<file path="config.mk">
export PLATFORM = sky130hd
export DESIGN_NAME = blink_code_button_controller
export DESIGN_NICKNAME = d
export VERILOG_FILES = /design/src/design/bcbc_pkg.sv /design/src/design/bcbc_csr.sv /design/src/design/bcbc_press.sv /design/src/design/bcbc_blink.sv /design/src/design/blink_code_button_controller.sv
export SDC_FILE = /design/constraint.sdc
export NUM_CORES = 1
export LEC_CHECK = 0
export BUFFER_PORTS_ARGS = -buffer_cell sky130_fd_sc_hd__buf_2
export CORE_ASPECT_RATIO = 0.8
export CORE_MARGIN = 2
export CORE_UTILIZATION = 40
export DETAILED_ROUTE_END_ITERATION = 6
export PLACE_DENSITY_LB_ADDON = 0.2
export SETUP_SLACK_MARGIN = 0.15
export SYNTH_ARGS = -nofsm -noshare
export SYNTH_HDL_FRONTEND = slang
export SYNTH_HIERARCHICAL = 1
export SYNTH_SLANG_ARGS = --single-unit
</file>
<file path="constraint.sdc">
create_clock -name clock -period 12.4 [get_ports clock]
set_input_delay 0.62 -clock clock [delete_from_list [all_inputs] [get_ports clock]]
set_output_delay 0.62 -clock clock [all_outputs]
set_load 0.005 [all_outputs]
</file>
<file path="src/design/bcbc_pkg.sv">
// ============================================================================
// bcbc_pkg
// Types and constants shared by the blink-code button controller.
// ============================================================================
`default_nettype none

package bcbc_pkg;

   localparam int TIME_BITS = 16;
   localparam int CFG_BITS  = 16;
   localparam int CMP_BITS  = (TIME_BITS > CFG_BITS) ? TIME_BITS : CFG_BITS;
   localparam int IDX_BITS  = 3;

   localparam logic [IDX_BITS-1:0] REG_DEBOUNCE_MS   = 3'd0;
   localparam logic [IDX_BITS-1:0] REG_MIN_PRESS_MS  = 3'd1;
   localparam logic [IDX_BITS-1:0] REG_LONG_PRESS_MS = 3'd2;
   localparam logic [IDX_BITS-1:0] REG_PAUSE_TICKS   = 3'd3;
   localparam logic [IDX_BITS-1:0] REG_MIN_BLINKS    = 3'd4;
   localparam logic [IDX_BITS-1:0] REG_MAX_BLINKS    = 3'd5;

   localparam logic [15:0] DEBOUNCE_RESET   = 16'd50;
   localparam logic [15:0] MIN_PRESS_RESET  = 16'd30;
   localparam logic [15:0] LONG_PRESS_RESET = 16'd3000;
   localparam logic [7:0]  PAUSE_RESET      = 8'd5;
   localparam logic [2:0]  MIN_BLINKS_RESET = 3'd4;
   localparam logic [2:0]  MAX_BLINKS_RESET = 3'd7;
   localparam logic [2:0]  BLINKS_RESET     = 3'd4;

   typedef struct packed {
      logic button_fall;
      logic button_high;
      logic blink_tick;
   } req_type;

   typedef struct packed {
      logic       led_on;
      logic [2:0] blink_count;
      logic       in_pause;
      logic       short_press;
      logic       long_press;
   } rsp_type;

   typedef struct packed {
      logic [15:0] debounce_ms;
      logic [15:0] min_press_ms;
      logic [15:0] long_press_ms;
      logic [7:0]  pause_ticks;
      logic [2:0]  min_blinks;
      logic [2:0]  max_blinks;
   } cfg_type;

   typedef struct packed {
      logic short_press;
      logic long_press;
   } press_ev_type;

endpackage

`default_nettype wire

</file>
<file path="src/design/bcbc_csr.sv">
// ============================================================================
// bcbc_csr
// Configuration register file, written one register per beat.
// ============================================================================
`default_nettype none

module bcbc_csr (
   input  wire logic                         clock,
   input  wire logic                         reset,
   input  wire logic                         wr_en,
   input  wire logic [bcbc_pkg::IDX_BITS-1:0] wr_index,
   input  wire logic [bcbc_pkg::CFG_BITS-1:0] wr_data,
   output bcbc_pkg::cfg_type                 cfg
);
   import bcbc_pkg::*;

   cfg_type cfg_ff, cfg_in;

   always_comb begin
      cfg_in = cfg_ff;
      if (wr_en) begin
         case (wr_index)
            REG_DEBOUNCE_MS:   cfg_in.debounce_ms   = wr_data;
            REG_MIN_PRESS_MS:  cfg_in.min_press_ms  = wr_data;
            REG_LONG_PRESS_MS: cfg_in.long_press_ms = wr_data;
            REG_PAUSE_TICKS:   cfg_in.pause_ticks   = wr_data[7:0];
            REG_MIN_BLINKS:    cfg_in.min_blinks    = wr_data[2:0];
            REG_MAX_BLINKS:    cfg_in.max_blinks    = wr_data[2:0];
            default:           cfg_in = cfg_ff;
         endcase
      end
   end

   always_ff @(posedge clock) begin
      if (reset) begin
         cfg_ff.debounce_ms   <= DEBOUNCE_RESET;
         cfg_ff.min_press_ms  <= MIN_PRESS_RESET;
         cfg_ff.long_press_ms <= LONG_PRESS_RESET;
         cfg_ff.pause_ticks   <= PAUSE_RESET;
         cfg_ff.min_blinks    <= MIN_BLINKS_RESET;
         cfg_ff.max_blinks    <= MAX_BLINKS_RESET;
      end else begin
         cfg_ff <= cfg_in;
      end
   end

   assign cfg = cfg_ff;

endmodule

`default_nettype wire

</file>
<file path="src/design/bcbc_press.sv">
// ============================================================================
// bcbc_press
// Button timing: debounce window, press hold time, short and long press events.
// ============================================================================
`default_nettype none

module bcbc_press (
   input  wire logic          clock,
   input  wire logic          reset,
   input  wire logic          step,
   input  wire bcbc_pkg::req_type  item,
   input  wire bcbc_pkg::cfg_type  cfg,
   output bcbc_pkg::press_ev_type ev
);
   import bcbc_pkg::*;

   localparam logic [TIME_BITS-1:0] TIME_MAX = '1;

   logic [TIME_BITS-1:0] since_fall_ff, since_fall_in;
   logic [TIME_BITS-1:0] elapsed_ff, elapsed_in;
   logic                 active_ff, active_in;
   logic                 long_done_ff, long_done_in;

   logic [TIME_BITS-1:0] since_inc, elapsed_inc;
   logic                 fall_ok, start;
   logic [CMP_BITS-1:0]  elapsed_w;

   always_comb begin
      since_inc   = (since_fall_ff == TIME_MAX) ? TIME_MAX : since_fall_ff + 1'b1;
      elapsed_inc = elapsed_ff;
      if (active_ff && elapsed_ff != TIME_MAX) begin
         elapsed_inc = elapsed_ff + 1'b1;
      end

      fall_ok = item.button_fall && (CMP_BITS'(since_inc) >= CMP_BITS'(cfg.debounce_ms));
      start   = fall_ok && !active_ff;

      since_fall_in = fall_ok ? '0 : since_inc;
      active_in     = active_ff || fall_ok;
      elapsed_in    = start ? '0 : elapsed_inc;
      long_done_in  = start ? 1'b0 : long_done_ff;
      elapsed_w     = CMP_BITS'(elapsed_in);

      ev = '0;
      if (active_in && item.button_high) begin
         ev.short_press = !long_done_in
                          && elapsed_w >= CMP_BITS'(cfg.min_press_ms)
                          && elapsed_w <  CMP_BITS'(cfg.long_press_ms);
         active_in    = 1'b0;
         long_done_in = 1'b0;
      end

      if (active_in && !long_done_in && elapsed_w >= CMP_BITS'(cfg.long_press_ms)) begin
         long_done_in  = 1'b1;
         ev.long_press = 1'b1;
      end
   end

   always_ff @(posedge clock) begin
      if (reset) begin
         since_fall_ff <= '0;
         elapsed_ff    <= '0;
         active_ff     <= 1'b0;
         long_done_ff  <= 1'b0;
      end else if (step) begin
         since_fall_ff <= since_fall_in;
         elapsed_ff    <= elapsed_in;
         active_ff     <= active_in;
         long_done_ff  <= long_done_in;
      end
   end

endmodule

`default_nettype wire

</file>
<file path="src/design/bcbc_blink.sv">
// ============================================================================
// bcbc_blink
// Blink pattern sequencer and blink count; forms the next result beat.
// ============================================================================
`default_nettype none

module bcbc_blink (
   input  wire logic              clock,
   input  wire logic              reset,
   input  wire logic              step,
   input  wire logic              tick,
   input  wire bcbc_pkg::press_ev_type ev,
   input  wire bcbc_pkg::cfg_type      cfg,
   output bcbc_pkg::rsp_type      rsp
);
   import bcbc_pkg::*;

   logic       led_ff, led_in;
   logic [2:0] done_ff, done_in;
   logic       pausing_ff, pausing_in;
   logic [7:0] pcount_ff, pcount_in;
   logic [2:0] count_ff, count_in;

   logic [7:0] pcount_inc;
   logic [2:0] done_inc;

   always_comb begin
      led_in     = led_ff;
      done_in    = done_ff;
      pausing_in = pausing_ff;
      pcount_in  = pcount_ff;
      count_in   = count_ff;
      pcount_inc = (pcount_ff == 8'hFF) ? 8'hFF : pcount_ff + 1'b1;
      done_inc   = (done_ff == 3'd7) ? 3'd7 : done_ff + 1'b1;

      if (tick) begin
         if (pausing_ff) begin
            pcount_in = pcount_inc;
            if (pcount_inc >= cfg.pause_ticks) begin
               pausing_in = 1'b0;
               pcount_in  = '0;
               done_in    = '0;
               led_in     = 1'b0;
            end
         end else if (!led_ff) begin
            led_in = 1'b1;
         end else begin
            led_in  = 1'b0;
            done_in = done_inc;
            if (done_inc >= count_ff) begin
               pausing_in = 1'b1;
               pcount_in  = '0;
            end
         end
      end

      if (ev.long_press || ev.short_press) begin
         led_in     = 1'b0;
         done_in    = '0;
         pausing_in = 1'b0;
         pcount_in  = '0;
         if (ev.long_press || count_ff >= cfg.max_blinks) begin
            count_in = cfg.min_blinks;
         end else begin
            count_in = count_ff + 1'b1;
         end
      end

      rsp.led_on      = led_in;
      rsp.blink_count = count_in;
      rsp.in_pause    = pausing_in;
      rsp.short_press = ev.short_press;
      rsp.long_press  = ev.long_press;
   end

   always_ff @(posedge clock) begin
      if (reset) begin
         led_ff     <= 1'b0;
         done_ff    <= '0;
         pausing_ff <= 1'b0;
         pcount_ff  <= '0;
         count_ff   <= BLINKS_RESET;
      end else if (step) begin
         led_ff     <= led_in;
         done_ff    <= done_in;
         pausing_ff <= pausing_in;
         pcount_ff  <= pcount_in;
         count_ff   <= count_in;
      end
   end

endmodule

`default_nettype wire

</file>
<file path="src/design/blink_code_button_controller.sv">
// ============================================================================
// blink_code_button_controller
// Millisecond-tick driven LED blink code with button debounce and press
// classification.
//
//   channel | ports                          | carries
//   --------+--------------------------------+------------------------------
//   req     | req_valid req_ready req_data   | one ms tick: fall, level, tick
//   rsp     | rsp_valid rsp_ready rsp_data   | LED, count, pause, press pulses
//   csr     | csr_valid csr_ready csr_index  | register write, index 0..5
//           | csr_wdata                      |
//
// One beat per cycle sustained while rsp is ready; a beat accepted on req is
// offered on rsp after passing the input register, then the result register.
// State updates as the beat moves from the input to the result register. A
// stalled rsp holds both registers, and req_ready drops only then. Synchronous
// reset empties both registers and resets other state; csr is always ready.
// ============================================================================
`default_nettype none

module blink_code_button_controller (
   input  wire logic                         clock,
   input  wire logic                         reset,
   input  wire logic                         req_valid,
   output      logic                         req_ready,
   input  wire bcbc_pkg::req_type            req_data,
   output      logic                         rsp_valid,
   input  wire logic                         rsp_ready,
   output bcbc_pkg::rsp_type                 rsp_data,
   input  wire logic                         csr_valid,
   output      logic                         csr_ready,
   input  wire logic [bcbc_pkg::IDX_BITS-1:0] csr_index,
   input  wire logic [bcbc_pkg::CFG_BITS-1:0] csr_wdata
);
   import bcbc_pkg::*;

   logic         in_valid_ff;
   req_type      in_data_ff;
   logic         out_valid_ff;
   rsp_type      out_data_ff;
   logic         advance;
   cfg_type      cfg;
   press_ev_type ev;
   rsp_type      rsp_in;

   assign advance   = in_valid_ff && (!out_valid_ff || rsp_ready);
   assign req_ready = !in_valid_ff || advance;
   assign csr_ready = 1'b1;

   bcbc_csr u_csr (
      .clock    (clock),
      .reset    (reset),
      .wr_en    (csr_valid),
      .wr_index (csr_index),
      .wr_data  (csr_wdata),
      .cfg      (cfg)
   );

   bcbc_press u_press (
      .clock (clock),
      .reset (reset),
      .step  (advance),
      .item  (in_data_ff),
      .cfg   (cfg),
      .ev    (ev)
   );

   bcbc_blink u_blink (
      .clock (clock),
      .reset (reset),
      .step  (advance),
      .tick  (in_data_ff.blink_tick),
      .ev    (ev),
      .cfg   (cfg),
      .rsp   (rsp_in)
   );

   always_ff @(posedge clock) begin
      if (reset) begin
         in_valid_ff  <= 1'b0;
         out_valid_ff <= 1'b0;
      end else begin
         if (req_ready) begin
            in_valid_ff <= req_valid;
         end
         if (advance) begin
            out_valid_ff <= 1'b1;
         end else if (rsp_ready) begin
            out_valid_ff <= 1'b0;
         end
      end
   end

   always_ff @(posedge clock) begin
      if (req_ready && req_valid) begin
         in_data_ff <= req_data;
      end
      if (advance) begin
         out_data_ff <= rsp_in;
      end
   end

   assign rsp_valid = out_valid_ff;
   assign rsp_data  = out_data_ff;

endmodule

`default_nettype wire

</file>
==> run metrics <==
I/O Buffers 35; Top FF cell, synth dfxtp_1; routed wire length 19.27 mm; Crit Path Category flop to flop; final-layout fill cell count 1924; Max H-tree Level 4; hold buffer count at cts 0; Synth Net Count 1026; cts repair resizes 0; Congestion Overflow GR 0; cts bufs inserted 17; register area share after synthesis 0.3229; Clock Latency Late Sink 420 ps; top-area cell type share of the netlist area 0.2854; TritonCTS clock tree built; multi-input logic area 0.004871 sq mm; Crit Path Max Fanout 29; clk slew on worst S/H paths 50 ps; r2r startpoint u_press/since_fall_ff[0]; Max rail drop VDD 66.35 uV; Hold Crit Start req_data[1]; Post-Place Worst Slack 5530 ps; Die Y 130.5 microns; vias 6348; unrepaired setup endpoints after global routing no; Cells after Synth 932; WL/cell 15.88 microns; core area 0.01974 sq mm; Lkg Pwr 3.843 nW; Cell variety after synth 85; Arr. time, crit path 7280 ps; Die ar. 0.02115 sq mm; Slew @ Worst Pin 1111 ps; Post-DP HPWL 13.80 mm; largest net degree at the start of global routing 84; synth cell count leaders dfxtp_1, inv_1, nor2_1; flip-flop and latch area 0.002582 sq mm; crit end category flop; Pre-antenna DRT Iters 5; Fin Hold WS 385.2 ps; Hold Crit Class primary input to flop; DR vias/cell 5.233; Max-slew headroom 0.2490; first-pass GRT wire length 31.00 mm; vias in the first global route 5725; Setup WS post-layout 5401 ps; status completed; Fin Clk Skew 5.223 ps; # IOs 37; final hold viol count 0; Clock Path Buffers 2; endpoints failing setup 0; Initial Utilization 0.4051; CP startpoint kind flop; P&R area growth vs syn 11.12%; Crit path required time 12680 ps; Synth area leader dfxtp_1; Nets 1032; max-capacitance violation count 0; Total Power 969.4 uW; pins over their slew limit 0; post-CTS setup buffer count 0; initial DRC count 575; most frequent cell after synthesis dfxtp_1; proportion of layout cells with a drive suffix above 1 0.1096; die width 162.1 microns; Clock Sinks 124; initial antenna violation count 0; Rows 46; GR Util All Layers 0.1870; CTS Root Cell clkbuf_16; register bit count reported by yosys 124; DRC violations left 0; Detail Route Antenna Nets 0; Pwr Density 109.1 mW/mm^2; Final period util 0.5644; Min Clock Period, post-route 6999 ps; start point of the critical path u_press/since_fall_ff[0]; Cell Area, Synth 0.007998 sq mm; synthesized area per cell 8.581 sq um; top achievable clock speed 142.9 MHz; number of synthesized flops with an enable pin 10; routability cong. 0.8603; synth warn 6; diodes inserted 0; Fin Setup TNS 0 ps; Synth area leaders dfxtp_1, ha_1, mux2i_1, nand2b_1, inv_1; Post-synth ARST share 0
layout make-up:
type / count / area share
flip-flops and latches: 124 / 0.2906
clock buffers: 23 / 0.05505
well taps: 264 / 0.03717
repair buffers: 39 / 0.02337
inverters: 85 / 0.03590
multi-input cells: 671 / 0.5481
clock inverters: 7 / 0.009855
worst paths after layout:
check / end / slack [ps] / depth (start not counted)
worst max-delay path: u_blink/pcount_ff[0] / 5400 / 25
worst min-delay path: in_data_ff[1] / 390 / 1
worst max register to register: u_blink/pcount_ff[0] / 5400 / 25
worst min register to register: u_blink/done_ff[1] / 470 / 2
power breakdown:
part	switching (mW)	internal [mW]	leakage [nW]
logic	0.0367	0.0226	2.54
clock network	0.179	0.315	0.284
registers	0.00562	0.411	1.02
worst max-delay path, stage by stage (launching register included):
cell	delay [ps]
dfxtp_1	410
ha_1	250
and3_1	290
nand4_1	170
or2_1	500
nand2_1	180
inv_1	60
ha_1	260
nand2b_1	130
a2111oi_0	420
o21ai_1	190
a21oi_2	530
nor3_2	70
buf_4	260
a21oi_1	340
ha_1	310
a2111oi_0	450
nor4b_1	120
nor3_1	420
a211oi_1	240
o21a_1	330
a31o_2	260
a41oi_2	360
nor2_1	70
a22oi_1	160
nor2_1	50
layer usage:
metal	vias to the layer above	routed length [microns]	GRT usage
met5	-	0	0
met4	0	135	0.04373
met3	10	702	0.03693
met2	97	7582	0.2531
met1	2947	10850	0.2976
li1	3294	-	-
kinds of logic (layout without fill, tap and decap cells):
| group | count (synthesis) | count (layout) | share of synthesized area |
|---|---|---|---|
| muxes | 67 | 67 | 0.08401 |
| DFF | 124 | 124 | 0.3229 |
| xor gates and xnor gates | 24 | 24 | 0.02628 |
| and+or+nand+nor | 326 | 326 | 0.2228 |
| AOI/OAI and AO/OA | 186 | 186 | 0.1674 |
| other | 1 | 1 | 0.0004689 |
| buffers and inverters | 137 | 154 | 0.07134 |
| adders and majority gates | 67 | 67 | 0.1048 |
state kept, by name (all words and copies together), names as in the netlist:
signal                 flops
u_csr/cfg                 62
u_press/elapsed_ff        16
u_press/since_fall_ff     16
u_blink/pcount_ff          8
rsp_data                   7
in_data_ff                 3
u_blink/count_ff           3
u_blink/done_ff            3
in_valid_ff                1
rsp_valid                  1
u_blink/led_ff             1
u_blink/pausing_ff         1
u_press/active_ff          1
u_press/long_done_ff       1
cell usage in the layout, fill, tap and decap left out, types with 34 or more instances in the layout:
cell / instances
inv_1: 85
ha_1: 67
a21oi_1: 58
nand3_1: 37
nor2_1: 73
mux2i_1: 66
dfxtp_1: 114
nand2_1: 50
nand2b_1: 68
buf_2: 34
metrics by stage:
| step | cells | util | cell area (sq um) |
|---|---|---|---|
| after floorplan | 932 | - | 7998 |
| after global placement | 1183 | 0.4210 | 8310 |
| after detailed placement | 1183 | 0.4210 | 8310 |
| after CTS | 1213 | 0.4502 | 8887 |
| after global routing | 1213 | 0.4502 | 8887 |
| final | 1213 | 0.4502 | 8887 |
No activity file was read; power rests on OpenSTA's default activity.
